**src/design/quadratic_probe_hash_table_macros.svh**
```systemverilog
// assertion macros shared by the hash table modules
`ifndef QUADRATIC_PROBE_HASH_TABLE_MACROS_SVH
`define QUADRATIC_PROBE_HASH_TABLE_MACROS_SVH

// implication checked on every clock edge outside reset
`define QPH_ASSERT_IMP(label, clk, rst_n, ante, cons, msg) \
  label: assert property (@(posedge clk) disable iff (!rst_n) (ante) |-> (cons)) \
    else $error(msg);

// implication whose consequence is checked in the following cycle
`define QPH_ASSERT_NXT(label, clk, rst_n, ante, cons, msg) \
  label: assert property (@(posedge clk) disable iff (!rst_n) (ante) |=> (cons)) \
    else $error(msg);

`endif

```
**src/design/qph_pkg.sv**
```systemverilog
// shared types and constants of the hash table
`default_nettype none
package qph_pkg;
  localparam int unsigned KeyW   = 64;
  localparam int unsigned ValW   = 32;
  localparam int unsigned SlotW  = 9;
  localparam int unsigned SizeW  = 10;
  localparam int unsigned HashW  = 32;
  localparam logic [SizeW-1:0] SizeReset = 10'd503;

  localparam logic [1:0] ActInsert = 2'd0;
  localparam logic [1:0] ActLookup = 2'd1;
  localparam logic [1:0] ActDelete = 2'd2;

  localparam logic [1:0] StOk      = 2'd0;
  localparam logic [1:0] StMissing = 2'd1;
  localparam logic [1:0] StFull    = 2'd2;

  typedef struct packed {
    logic [1:0]      action;
    logic [KeyW-1:0] key;
    logic [ValW-1:0] value;
  } in_item_t;

  typedef struct packed {
    logic [1:0]       status;
    logic [ValW-1:0]  found_value;
    logic [SlotW-1:0] slot;
  } out_item_t;

  typedef enum logic [2:0] {
    FS_IDLE,
    FS_MOD,
    FS_PUSH
  } front_state_t;

  typedef enum logic [2:0] {
    BS_IDLE,
    BS_ADDR,
    BS_READ,
    BS_CHECK,
    BS_DONE,
    BS_CLEAR
  } back_state_t;
endpackage
`default_nettype wire

```
**src/design/qph_front.sv**
```systemverilog
// front end: takes items, hashes the key and reduces it to a home slot
`default_nettype none
module qph_front #(
  parameter int unsigned SLOTS     = 512,
  parameter int unsigned KEY_BYTES = 8
) (
  input  wire logic                       clk,
  input  wire logic                       rst_n,
  input  wire logic                       start,
  input  wire qph_pkg::in_item_t          item,
  input  wire logic [$clog2(SLOTS):0]     size,
  output logic                            busy,
  output logic                            q_push,
  output qph_pkg::in_item_t               q_item,
  output logic [$clog2(SLOTS)-1:0]        q_home,
  input  wire logic                       q_full
);
  localparam int unsigned AW = $clog2(SLOTS);
  localparam int unsigned HW = qph_pkg::HashW;

  qph_pkg::front_state_t state_r, state_nxt;
  qph_pkg::in_item_t item_r;
  logic [HW-1:0] rem_r, rem_nxt;
  logic [5:0] cnt_r, cnt_nxt;
  logic [qph_pkg::KeyW-1:0] kmask;
  logic [HW-1:0] hash;

  always_comb begin
    logic [qph_pkg::KeyW-1:0] km;
    logic [HW-1:0] h;
    km = '0;
    h = '0;
    for (int i = 0; i < KEY_BYTES; i++) begin
      km[8*i +: 8] = 8'hff;
    end
    for (int i = 0; i < KEY_BYTES; i++) begin
      h = h + (HW'(item.key[8*i +: 8]) << (4 * (i % 8)));
    end
    kmask = km;
    hash = h;
  end

  // restoring reduction: subtract size<<cnt when it fits, one bit a cycle
  always_comb begin
    logic [HW+AW:0] sh;
    state_nxt = state_r;
    rem_nxt = rem_r;
    cnt_nxt = cnt_r;
    q_push = 1'b0;
    sh = (HW+AW+1)'(size) << cnt_r;
    unique case (state_r)
      qph_pkg::FS_IDLE: begin
        if (start) begin
          rem_nxt = hash;
          cnt_nxt = 6'(HW - 1);
          state_nxt = qph_pkg::FS_MOD;
        end
      end
      qph_pkg::FS_MOD: begin
        if (sh <= (HW+AW+1)'(rem_r)) begin
          rem_nxt = rem_r - HW'(sh);
        end
        if (cnt_r == '0) begin
          state_nxt = qph_pkg::FS_PUSH;
        end else begin
          cnt_nxt = cnt_r - 6'd1;
        end
      end
      qph_pkg::FS_PUSH: begin
        if (!q_full) begin
          q_push = 1'b1;
          state_nxt = qph_pkg::FS_IDLE;
        end
      end
      default: state_nxt = qph_pkg::FS_IDLE;
    endcase
  end

  always_ff @(posedge clk) begin
    if (!rst_n) begin
      state_r <= qph_pkg::FS_IDLE;
    end else begin
      state_r <= state_nxt;
    end
    rem_r <= rem_nxt;
    cnt_r <= cnt_nxt;
    if (start && state_r == qph_pkg::FS_IDLE) begin
      item_r.action <= item.action;
      item_r.key <= item.key & kmask;
      item_r.value <= item.value;
    end
  end

  assign busy = (state_r != qph_pkg::FS_IDLE);
  assign q_item = item_r;
  assign q_home = rem_r[AW-1:0];
endmodule
`default_nettype wire

```
**config.mk**
```make
export PLATFORM = sky130hd
export DESIGN_NAME = qph_front
export DESIGN_NICKNAME = d
export VERILOG_FILES = /design/src/design/quadratic_probe_hash_table_macros.svh /design/src/design/qph_pkg.sv /design/src/design/qph_front.sv
export SDC_FILE = /design/constraint.sdc
export NUM_CORES = 1
export LEC_CHECK = 0
export ABC_AREA = 1
export ABC_CLOCK_PERIOD_IN_PS = 5200
export BUFFER_PORTS_ARGS = -buffer_cell sky130_fd_sc_hd__buf_4
export CAP_MARGIN = 20
export CORE_MARGIN = 8
export CORE_UTILIZATION = 56
export DETAILED_ROUTE_END_ITERATION = 10
export MAX_ROUTING_LAYER = met4
export PLACE_DENSITY = 0.82
export SLEW_MARGIN = 0
export SYNTH_ARGS = -nofsm -noshare
export SYNTH_HDL_FRONTEND = slang
export SYNTH_SLANG_ARGS = --single-unit
```
**constraint.sdc**
```tcl
create_clock -name clk -period 5.2 [get_ports clk]
set_clock_uncertainty 0.2 [all_clocks]
set_input_delay 0.26 -clock clk [delete_from_list [all_inputs] [get_ports clk]]
set_output_delay 0.26 -clock clk [all_outputs]
set_load 0.03 [all_outputs]
```
### Yosys cells after proc, flatten, opt, wreduce, memory -nomap -nowiden

Cells that the tools add are included.

* register bits: 139
* output and inout port bits: 109
* word-level logic and storage cells: 44

* shift operators: 1
* $add $sub $neg: 9
* magnitude comparators: 1
* equal/unequal tests: 7
* muxes and demuxes: 12
* reduce and logical (&&, ||, !) cells: 8

Operators by type and width (number)
* 32-bit two-way mux: 2
* 32-bit case mux with 2 select lines: 1
* 42-bit by 32-bit <= comparator with 1-bit output: 1
* 10-bit by 6-bit << shifter with 42-bit output: 1
* 29-bit by 32-bit adder with 32-bit output: 1
* 32-bit adder: 1
* 32-bit subtractor: 1
* 25-bit by 28-bit adder with 29-bit output: 1
* 21-bit by 24-bit adder with 25-bit output: 1
* 17-bit by 20-bit adder with 21-bit output: 1
* 13-bit by 16-bit adder with 17-bit output: 1
* 8-bit by 12-bit adder with 13-bit output: 1
* 6-bit two-way mux: 2
* 6-bit case mux with 2 select lines: 1
* 2-bit != test (second input constant): 5
* 3-bit two-way mux: 3
* 3-bit case mux with 3 select lines: 1
* 3-bit AND reduction: 3
* 6-bit logical NOT: 1
* 6-bit by 1-bit subtractor with 6-bit output (second input constant): 1
* 3-bit by 1-bit == test with 1-bit output (second input constant): 1
* 3-bit by 2-bit == test with 1-bit output (second input constant): 1
* 3-bit logical NOT: 1
* 3-bit nonzero test: 1
* other kinds (3): 4

### Logic depth before layout (Yosys ltp)

Gate-level depths: netlist (run 1).

* depth in word-level cells: 9
* gate-level depth with buffers: 25

### Worst setup path before layout (run 1)

No wires, ideal clock.

* path kind: register to register
* from: register cnt_r[0]
* to: register rem_r[0] (enable)
* required time: 4522 ps
* arrival time: 2996 ps
* stages on the path, launching flop included: 23
* library setup time: 478 ps
* path slack: 1525 ps
* path through: edfxtp_1 buf_4 nand2_1 nand3_1 and2_1 nand2_1 nor2_1 a31oi_1 nor2_1 ha_1 nand2_1 nor2_1 nand2_1 nor2_1 nand2_1 nand3_1 nand2_1 nand2_1 nand2_1 nand2_1 nand2_1 nand2_1 nand2_1

* longest elaborated chain between the ends: 4

Ends and longest elaborated chain
* from (decl): line qph_front.sv:24 `logic [5:0] cnt_r, cnt_nxt;`
* from (signal assigned): line qph_front.sv:86 `cnt_r <= cnt_nxt;`
* 10-bit by 6-bit << shifter with 42-bit output: line qph_front.sv:50 `sh = (HW+AW+1)'(size) << cnt_r;`
* 42-bit by 32-bit <= comparator with 1-bit output: line qph_front.sv:60 `if (sh <= (HW+AW+1)'(rem_r)) begin`
* 2-bit != test (no source line)
* 3-bit AND reduction (no source line)
* to (signal assigned): line qph_front.sv:85 `rem_r <= rem_nxt;`
* to (decl): line qph_front.sv:23 `logic [HW-1:0] rem_r, rem_nxt;`

Every way passes these cells.
A chain may end at the register's enable or synchronous reset.

### Final worst setup path (run 1)

* from: register cnt_r[1]
* to: register rem_r[24] (enable)

Same word-level chain as after synthesis.

==> flow_metrics.env, run 1 <==
export IMPL_status="finished, final reports clean"
export IMPL_ant_nets=0
export IMPL_cpPeakStageDelay_ns=0.61
export IMPL_cts_sinks=138
export IMPL_route_met3_wl_um=2990
export IMPL_netlist_area_leader_share=0.403
export IMPL_synth_edff_count=136
export IMPL_vias_per_cell=5.70
export IMPL_layout_drive_gt1_share=0.180
export IMPL_postSynth_asyncResetShare=0
export IMPL_synthCells=1280
export IMPL_switchingPower_w=0.00143
export IMPL_fin_tns_setup_ns=0
export IMPL_internal_power_w=0.00253
export IMPL_cts_root_buffer="clkbuf_16"
export IMPL_die_w_um=151
export IMPL_wl_met1_um=13900
export IMPL_cpMostUsedCell="nand2_1"
export IMPL_hp_class="input port to flip-flop"
export IMPL_cp_max_fo=23
export IMPL_vias=10500
export IMPL_numCtsBuffers=17
export IMPL_antenna_found_initial=0
export IMPL_syn_area_per_cell_um2=7.92
export IMPL_swShare=0.361
export IMPL_dpl_cell_count=1705
export IMPL_initial_core_util=0.568
export IMPL_synth_seq_cells=138
export IMPL_finalNonFillerCells=1839
export IMPL_syn_nets=1486
export IMPL_hold_viol=0
export IMPL_h_tree_depth=4
export IMPL_core_region_area_mm2=0.0178
export IMPL_crit_chain="inv_1 -> nand3_1 -> and2_1 -> nand2_1 -> nor2_1 -> a31oi_1 -> nor2_1 -> ha_1 -> nand2_1 -> nor2_1 -> nand2_1 -> nor2_1 -> nand2_1 -> nand3_1 -> nand2_1 -> nand2_1 -> nand2_1 -> nand2_1 -> nand2_1 -> nand2_1 -> nand2_1 -> buf_12"
export IMPL_route_met2_wl_um=17800
export IMPL_grt_pass1_wl_um=55500
export IMPL_grt_pass1_vias=10500
export IMPL_io_buffers=220
export IMPL_power_share_sequential=0.354
export IMPL_relSlewSlack=0.534
export IMPL_power_frac_clock=0.325
export IMPL_fillers=1220
export IMPL_synthFlopType="edfxtp_1"
export IMPL_path_class="flip-flop to flip-flop"
export IMPL_power_density_mw_per_mm2=292
export IMPL_place_gp_congestion=1.02
export IMPL_synth_seq_area_share=0.407
export IMPL_cts_tree="done"
export IMPL_drt_wl_total_um=36300
export IMPL_yosys_area_top_type="edfxtp_1"
export IMPL_maxClockFrequency_ghz=0.218
export IMPL_worst_path_max_delay_cell="edfxtp_1"
export IMPL_netlist_area_mm2=0.0101
export IMPL_startpoint_type="flip-flop"
export IMPL_grt_max_degree=51
export IMPL_period_needed_ns=4.59
export IMPL_die_height_um=151
export IMPL_post_route_period_util=0.883
export IMPL_cts_max_path_buffers=2
export IMPL_dr_first_iter_drc_count=1074
export IMPL_pin_count=221
export IMPL_yosysMostFrequentCell="nand2_1"
export IMPL_clk_pin_slew_ns=0.07
export IMPL_maxCapViolations=0
export IMPL_ys_top_cells_by_count="nand2_1, inv_1, edfxtp_1, nor2_1, nand3_1"
export IMPL_ctsHoldBuffers=100
export IMPL_crit_arrival_ns=4.57
export IMPL_setup_violations_final=0
export IMPL_yosysWarnings=0
export IMPL_area_growth_pct=33.9
export IMPL_ir_drop_uv=263
export IMPL_avgRoutedWirePerCell_um=19.8
export IMPL_power_frac_comb=0.320
export IMPL_fp_dieArea_mm2=0.0227
export IMPL_worstSkewPairLatency_ns=0.44
export IMPL_yosysUniqueCellTypes=44
export IMPL_routed_top_layer="met4"
export IMPL_synth_area_leaders="edfxtp_1, ha_1, nand2_1, inv_1, nor2_1"
export IMPL_post_cts_resized=0
export IMPL_dp_hpwl_um=25500
export IMPL_drc=0
export IMPL_leakagePower_nw=6.19
export IMPL_worst_pin_slew_ns=0.698
export IMPL_nets=1801
export IMPL_final_max_slew_viol_count=0
export IMPL_grt_ovfl_total=0
export IMPL_endpoint_kind="flip-flop"
export IMPL_grt_use_total=0.328
export IMPL_drtPass1Iterations=6
export IMPL_rsz0062_at_grt="false"
export IMPL_fp_row_count=49
export IMPL_hold_worst_slack_ns=0.121
export IMPL_postCtsSetupRepairBufs=0
export IMPL_worst_endpoint_required_ns=5.18
[power by group through the flow]
stage               Combinational [W]  Clock, W  Sequential (W)
floorplan                    0.000678         0         0.00151
global placement              0.00114         0         0.00142
detailed placement            0.00115         0         0.00142
CTS                           0.00122   0.00128         0.00140
global route                  0.00138   0.00133         0.00141
finish                        0.00127   0.00129         0.00140
[registers in the layout, summed over array words and instances (netlist names)]
signal and flops:
q_item 98, rem_r 32, cnt_r 6, state_r 2
[area by class of cell]
type	instances	area [µm²]	share of cell area
Multi-Input combinational cell	933	5160	0.380
Sequential cell	138	4120	0.304
Timing Repair Buffer	326	2710	0.200
Inverter	179	674	0.0497
Clock buffer	17	425	0.0313
Tap cell	229	287	0.0211
Clock inverter	15	184	0.0136
Antenna cell	2	5.00	0.000369
[metal layers]
| metal | up-vias | global-route usage |
|---|---|---|
| met1 | 4792 | 0.372 |
| met2 | 610 | 0.556 |
| met5 | - | - |
| met3 | 144 | 0.0595 |
| met4 | 0 | 0.149 |
| li1 | 4938 | - |
[path summary, 6_finish.rpt]
kind	start	to	slack [ns]	cells past startpoint
max reg2reg	cnt_r[1]	rem_r[24]	0.61	22
min	start	state_r[0]	0.12	3
min reg2reg	cnt_r[4]	cnt_r[4]	0.46	2
max	cnt_r[1]	rem_r[24]	0.61	22
[kinds of logic (layout without fill, tap and decap cells)]
group	Yosys count	count (layout)	synth area share
DFF	138	138	0.407
muxes	1	1	0.00111
buffers and inverters	209	537	0.0838
and+or+nand+nor	604	604	0.257
AOI/OAI and AO/OA	219	219	0.121
adders and majority gates	94	94	0.118
xor gates and xnor gates	15	15	0.0130
other	0	2	0
[stage by stage]
stage / setup WS [ns] / total power [W] / area (µm²) / util
2_1_floorplan: 1.53 / 0.00219 / 10100 / -
3_3_place_gp: 0.774 / 0.00255 / 12000 / 0.670
3_5_place_dp: 0.688 / 0.00257 / 12000 / 0.670
4_1_cts: 0.653 / 0.00389 / 13600 / 0.760
5_1_grt: 0.185 / 0.00411 / 13600 / 0.760
6_report: 0.608 / 0.00396 / 13600 / 0.761
[cell usage in the layout (no fill, tap or decap), types with 17 or more instances in the layout]
cell | netlist | final
nand4_1 | 28 | 28
buf_4 | 11 | 225
a21oi_1 | 87 | 87
ha_1 | 92 | 92
nor2_1 | 135 | 134
o21ai_0 | 71 | 71
nand3_1 | 93 | 93
clkbuf_16 | 0 | 17
nand2_1 | 299 | 299
inv_1 | 174 | 173
edfxtp_1 | 136 | 136
dlygate4sd3_1 | 0 | 100
[worst max-delay path: cells and delay by family (launching register included)]
kind | cells | cell delay, ns
buf+inv | 2 | 0.77
compound gates | 1 | 0.27
flops | 1 | 0.61
fa+ha+maj | 1 | 0.42
simple gates | 18 | 2.05
Note: power is estimated with default switching activity, not from simulation.
==> inputs of run 2 (changes only) <==
--- a/config.mk
+++ b/config.mk
@@ -13,7 +13,8 @@
 export CORE_UTILIZATION = 56
 export DETAILED_ROUTE_END_ITERATION = 10
 export MAX_ROUTING_LAYER = met4
-export PLACE_DENSITY = 0.82
+export PLACE_DENSITY_LB_ADDON = 0.2
+export REMOVE_ABC_BUFFERS = 1
 export SLEW_MARGIN = 0
 export SYNTH_ARGS = -nofsm -noshare
 export SYNTH_HDL_FRONTEND = slang
==> run 2 against run 1 <==
  * The flow now finishes with violations (design-rule violations)
  * First-iteration DRC count is 24% higher
  * Largest cell class unchanged
  * Global-route usage is 3.3 points higher
  * Via count is 4.9% higher
  * Flip-flop and latch count stayed put
  * Sequential power hardly changed
  * Clock power is 11% higher
  * Routed wire length is 8.5% higher
==> flow_metrics.env, run 2 (synthesis results as in run 1) <==
export IMPL_grt_pass1_vias=11400
export IMPL_relSlewSlack=0.394
export IMPL_h_tree_depth=4
export IMPL_vias_per_cell=5.99
export IMPL_grt_ovfl_total=0
export IMPL_setup_violations_final=0
export IMPL_clk_pin_slew_ns=0.08
export IMPL_drt_wl_total_um=39400
export IMPL_endpoint_kind="flip-flop"
export IMPL_violations="design-rule violations"
export IMPL_grt_pass1_wl_um=60800
export IMPL_final_cell_mix="nand2_1, buf_4, inv_1, edfxtp_1, nor2_1"
export IMPL_fin_tns_setup_ns=0
export IMPL_route_met2_wl_um=19200
export IMPL_holdPathStages=3
export IMPL_rsz0062_at_grt="false"
export IMPL_pin_count=221
export IMPL_area_growth_pct=34.4
export IMPL_ant_nets=0
export IMPL_status="finished with violations"
export IMPL_place_gp_congestion=1.02
export IMPL_die_height_um=151
export IMPL_postCtsSetupRepairBufs=0
export IMPL_avgRoutedWirePerCell_um=21.5
export IMPL_crit_arrival_ns=4.38
export IMPL_vias=11000
export IMPL_worstSkewPairLatency_ns=0.45
export IMPL_hp_class="input port to flip-flop"
export IMPL_grt_max_degree=59
export IMPL_dpl_cell_count=1706
export IMPL_route_met3_wl_um=3830
export IMPL_cp_max_fo=24
export IMPL_worst_endpoint_required_ns=5.16
export IMPL_nets=1802
export IMPL_die_w_um=151
export IMPL_leakagePower_nw=6.22
export IMPL_maxCapViolations=0
export IMPL_cts_tree="done"
export IMPL_dp_hpwl_um=26000
export IMPL_final_util=0.764
export IMPL_final_max_slew_viol_count=0
export IMPL_drc=3
export IMPL_routed_top_layer="met4"
export IMPL_cts_sinks=138
export IMPL_startpoint_type="flip-flop"
export IMPL_antenna_found_initial=0
export IMPL_worst_pin_slew_ns=0.909
export IMPL_fp_row_count=49
export IMPL_maxClockFrequency_ghz=0.226
export IMPL_ctsHoldBuffers=100
export IMPL_path_class="flip-flop to flip-flop"
export IMPL_core_region_area_mm2=0.0178
export IMPL_power_density_mw_per_mm2=304
export IMPL_initial_core_util=0.568
export IMPL_finalNonFillerCells=1838
export IMPL_period_needed_ns=4.42
export IMPL_antenna_cells=0
export IMPL_wl_met1_um=13800
export IMPL_largest_reg_flops=98
export IMPL_ir_drop_uv=280
export IMPL_cts_max_path_buffers=2
export IMPL_post_cts_resized=0
export IMPL_final_common_cell="nand2_1"
export IMPL_grt_use_total=0.361
export IMPL_dr_first_iter_drc_count=1335
export IMPL_fp_dieArea_mm2=0.0227
export IMPL_io_buffers=220
export IMPL_layout_drive_gt1_share=0.181
export IMPL_drtPass1Iterations=11
export IMPL_cts_root_buffer="clkbuf_16"
export IMPL_rr_worst_depth=22
export IMPL_hold_viol=0
export IMPL_numCtsBuffers=17
export IMPL_post_route_period_util=0.850
==> run 2: cell count changes in the layout (fill, tap and decap cells not counted), moves of 2 or more <==
cell,before,now
bufinv_16,2,4
inv_8,3,6
clkinv_4,5,0
diode_2,2,0
buf_4,225,227
==> run 2: metal layers <==
metal / track usage / vias to the layer above
met2: 0.608 / 832
met3: 0.0839 / 234
li1: - / 4944
met5: - / -
met1: 0.382 / 4992
met4: 0.215 / 0
==> run 2: path summary, 6_finish.rpt <==
check / startpoint / end / slack, ns
max: cnt_r[1] / rem_r[27] / 0.78
min: start / state_r[0] / 0.1
max reg2reg: cnt_r[1] / rem_r[27] / 0.78
min reg2reg: cnt_r[5] / cnt_r[5] / 0.50
==> run 2: stage by stage <==
stage	hold WS (ns)	total power [W]	setup slack (ns)	instance area, µm²
floorplan	0.159	0.00217	1.23	9960
global placement	0.238	0.00256	0.829	12000
detailed placement	0.239	0.00258	0.918	12000
CTS	0.0836	0.00403	0.863	13600
global route	0.142	0.00426	0.444	13600
finish	0.0960	0.00413	0.780	13600
==> run 2: layout make-up <==
class                   instances  area [µm²]
clock buffers                  17         425
inverters                     179         674
multi-input cells             933        5170
fillers                      1180        4220
well taps                     229         287
repair buffers                327        2710
clock inverters                15         239
flip-flops and latches        138        4120
==> run 2: power by group <==
part           internal, W  switching, W
clock             0.000833      0.000594
combinational     0.000453      0.000847
sequential         0.00135     0.0000564
==> run 2: critical path, cell delays in order, from the launching register on <==
cell and delay (ns):
edfxtp_1 0.61, inv_1 0.44, nand3_1 0.16, and2_1 0.20, nand2_1 0.07, nand2_1 0.06, o21ai_0 0.30, nor2_1 0.15
ha_1 0.48, nand2_1 0.16, nor2_1 0.26, nand2_1 0.10, nor2_1 0.13, nand2_1 0.07, nand3_1 0.07, nand2_1 0.05
nand2_1 0.06, nand2_1 0.04, nand2_1 0.07, nand2_1 0.05, nand2_1 0.05, nand2_1 0.07, buf_4 0.26
==> inputs of run 3 (changes only) <==
--- a/config.mk
+++ b/config.mk
@@ -13,8 +13,9 @@
 export CORE_UTILIZATION = 56
 export DETAILED_ROUTE_END_ITERATION = 10
 export MAX_ROUTING_LAYER = met4
-export PLACE_DENSITY_LB_ADDON = 0.2
+export PLACE_DENSITY = 0.82
 export REMOVE_ABC_BUFFERS = 1
+export SKIP_CTS_REPAIR_TIMING = 1
 export SLEW_MARGIN = 0
 export SYNTH_ARGS = -nofsm -noshare
 export SYNTH_HDL_FRONTEND = slang
==> run 3 against run 2 <==
  * The flow now finishes without violations
  * Total power fell by 3.2%
  * Sequential share of layout area rose by 0.075 points
  * Sequential power barely moved
  * Final cell count barely moved
  * Worst hold slack got worse by 0.013 ns
  * Critical endpoint is now rem_r[28]
==> flow_metrics.env, run 3 (synthesis results as in run 1) <==
export IMPL_cpPeakStageDelay_ns=0.63
export IMPL_final_cell_mix="nand2_1, buf_4, inv_1, edfxtp_1, nor2_1"
export IMPL_nets=1803
export IMPL_relSlewSlack=0.383
export IMPL_ir_drop_uv=271
export IMPL_r2r_end="rem_r[28]"
export IMPL_worst_endpoint_required_ns=5.20
export IMPL_status="finished, final reports clean"
export IMPL_worstSkewPairLatency_ns=0.46
export IMPL_layout_drive_gt1_share=0.182
export IMPL_grt_use_total=0.308
export IMPL_vias_per_cell=5.94
export IMPL_place_gp_congestion=1.00
export IMPL_fin_tns_setup_ns=0
export IMPL_cts_sinks=138
export IMPL_grt_ovfl_total=0
export IMPL_cp_top_family="simple AND/OR/NAND/NOR gates"
export IMPL_fp_row_count=49
export IMPL_leakagePower_nw=6.19
export IMPL_min_delay_start="start"
export IMPL_period_needed_ns=4.58
export IMPL_antenna_found_initial=0
export IMPL_hp_class="input port to flip-flop"
export IMPL_initial_core_util=0.568
export IMPL_drtPass1Iterations=8
export IMPL_total_power_w=0.00400
export IMPL_fp_dieArea_mm2=0.0227
export IMPL_holdPathStages=3
export IMPL_pin_count=221
export IMPL_dr_first_iter_drc_count=1250
export IMPL_area_growth_pct=34.1
export IMPL_crit_buf_inv=2
export IMPL_cpMostUsedCell="nand2_1"
export IMPL_die_height_um=151
export IMPL_rr_worst_depth=22
export IMPL_cts_tree="done"
export IMPL_avgRoutedWirePerCell_um=21.7
export IMPL_cts_max_path_buffers=2
export IMPL_drc=0
export IMPL_maxCapViolations=0
export IMPL_final_max_slew_viol_count=0
export IMPL_worst_pin_slew_ns=0.925
export IMPL_reg2reg_from="cnt_r[1]"
export IMPL_setup_violations_final=0
export IMPL_crit_arrival_ns=4.58
export IMPL_antenna_cells=0
export IMPL_largest_reg_flops=98
export IMPL_core_region_area_mm2=0.0178
export IMPL_io_buffers=220
export IMPL_cp_max_fo=25
export IMPL_min_to="state_r[0]"
export IMPL_vias=10900
export IMPL_startpoint_type="flip-flop"
export IMPL_rsz0062_at_grt="false"
export IMPL_cts_root_buffer="clkbuf_16"
export IMPL_final_common_cell="nand2_1"
export IMPL_crit_chain="inv_1 -> nand3_1 -> and2_1 -> nand2_1 -> nor2_1 -> a31oi_1 -> nor2_1 -> ha_1 -> nand2_1 -> nor2_1 -> nand2_1 -> nor2_1 -> nand2_1 -> nand3_1 -> nand2_1 -> nand2_1 -> nand2_1 -> nand2_1 -> nand2_1 -> nand2_1 -> nand2_1 -> buf_12"
export IMPL_clk_pin_slew_ns=0.08
export IMPL_h_tree_depth=4
export IMPL_power_density_mw_per_mm2=295
export IMPL_ant_nets=0
export IMPL_maxClockFrequency_ghz=0.218
export IMPL_dp_hpwl_um=27100
export IMPL_r2r_slack_ns=0.62
export IMPL_grt_max_degree=68
export IMPL_hold_viol=0
export IMPL_numCtsBuffers=17
export IMPL_worst_path_max_delay_cell="edfxtp_1"
export IMPL_endpoint_kind="flip-flop"
export IMPL_post_route_period_util=0.881
export IMPL_grt_pass1_wl_um=52100
export IMPL_drt_wl_total_um=39800
export IMPL_die_w_um=151
export IMPL_grt_pass1_vias=10100
export IMPL_fillers=1208
export IMPL_path_class="flip-flop to flip-flop"
## run 3: cell count changes in the layout (fill, tap and decap cells not counted), sizes merged
| cell | change |
|---|---|
| inv | -1 |
| clkinv | +4 |
| bufinv | -4 |
| buf | +1 |
| clkinvlp | +1 |
## run 3: report_power, final
part           total, W  leakage [nW]  switching [W]  internal, W
clock           0.00129         0.294       0.000638     0.000655
sequential      0.00141          1.31      0.0000601      0.00135
combinational   0.00130          4.58       0.000843     0.000458
## run 3: layer usage
| metal | vias to the layer above | wire length, µm | track usage |
|---|---|---|---|
| met2 | 809 | 19100 | 0.514 |
| met4 | 0 | 2530 | 0.163 |
| met5 | - | 0 | - |
| met1 | 4974 | 14200 | 0.342 |
| li1 | 4942 | - | - |
| met3 | 200 | 3980 | 0.0643 |
## run 3: layout make-up
| class | instances | area, µm² | area share |
|---|---|---|---|
| Multi-Input combinational cell | 933 | 5170 | 0.380 |
| Sequential cell | 138 | 4120 | 0.304 |
| Timing Repair Buffer | 328 | 2730 | 0.201 |
| Inverter | 179 | 674 | 0.0496 |
| Clock buffer | 17 | 425 | 0.0313 |
| Tap cell | 229 | 287 | 0.0211 |
| Clock inverter | 15 | 185 | 0.0136 |
## run 3: metrics by stage
stage / hold WS (ns) / cells / worst slack (ns) / utilization / area (µm²)
2_1_floorplan: 0.159 / 1250 / 1.23 / - / 9960
3_3_place_gp: 0.238 / 1707 / 0.749 / 0.671 / 12000
3_5_place_dp: 0.239 / 1707 / 0.767 / 0.671 / 12000
6_report: 0.0829 / 1839 / 0.619 / 0.762 / 13600
5_1_grt: 0.118 / 1839 / 0.280 / 0.762 / 13600
4_1_cts: -0.218 / 1739 / 0.721 / 0.706 / 12600
## run 3: worst max path at each step
stage / from / to / slack (ns) / cells after the start
floorplan: cnt_r[1] / rem_r[0] / 1.23 / 21
global placement: cnt_r[1] / rem_r[21] / 0.75 / 22
detailed placement: cnt_r[1] / rem_r[21] / 0.77 / 22
CTS: cnt_r[1] / rem_r[28] / 0.72 / 22
global route: cnt_r[1] / rem_r[30] / 0.28 / 22
finish: cnt_r[1] / rem_r[28] / 0.62 / 22
## run 3: worst register-to-register path, delay by kind of cell, from the launching register on
family | cells | cell delay [ns]
DFF | 1 | 0.63
AOI/OAI and AO/OA | 1 | 0.23
buffers and inverters | 2 | 0.78
adders and majority gates | 1 | 0.46
and+or+nand+nor | 18 | 2.01
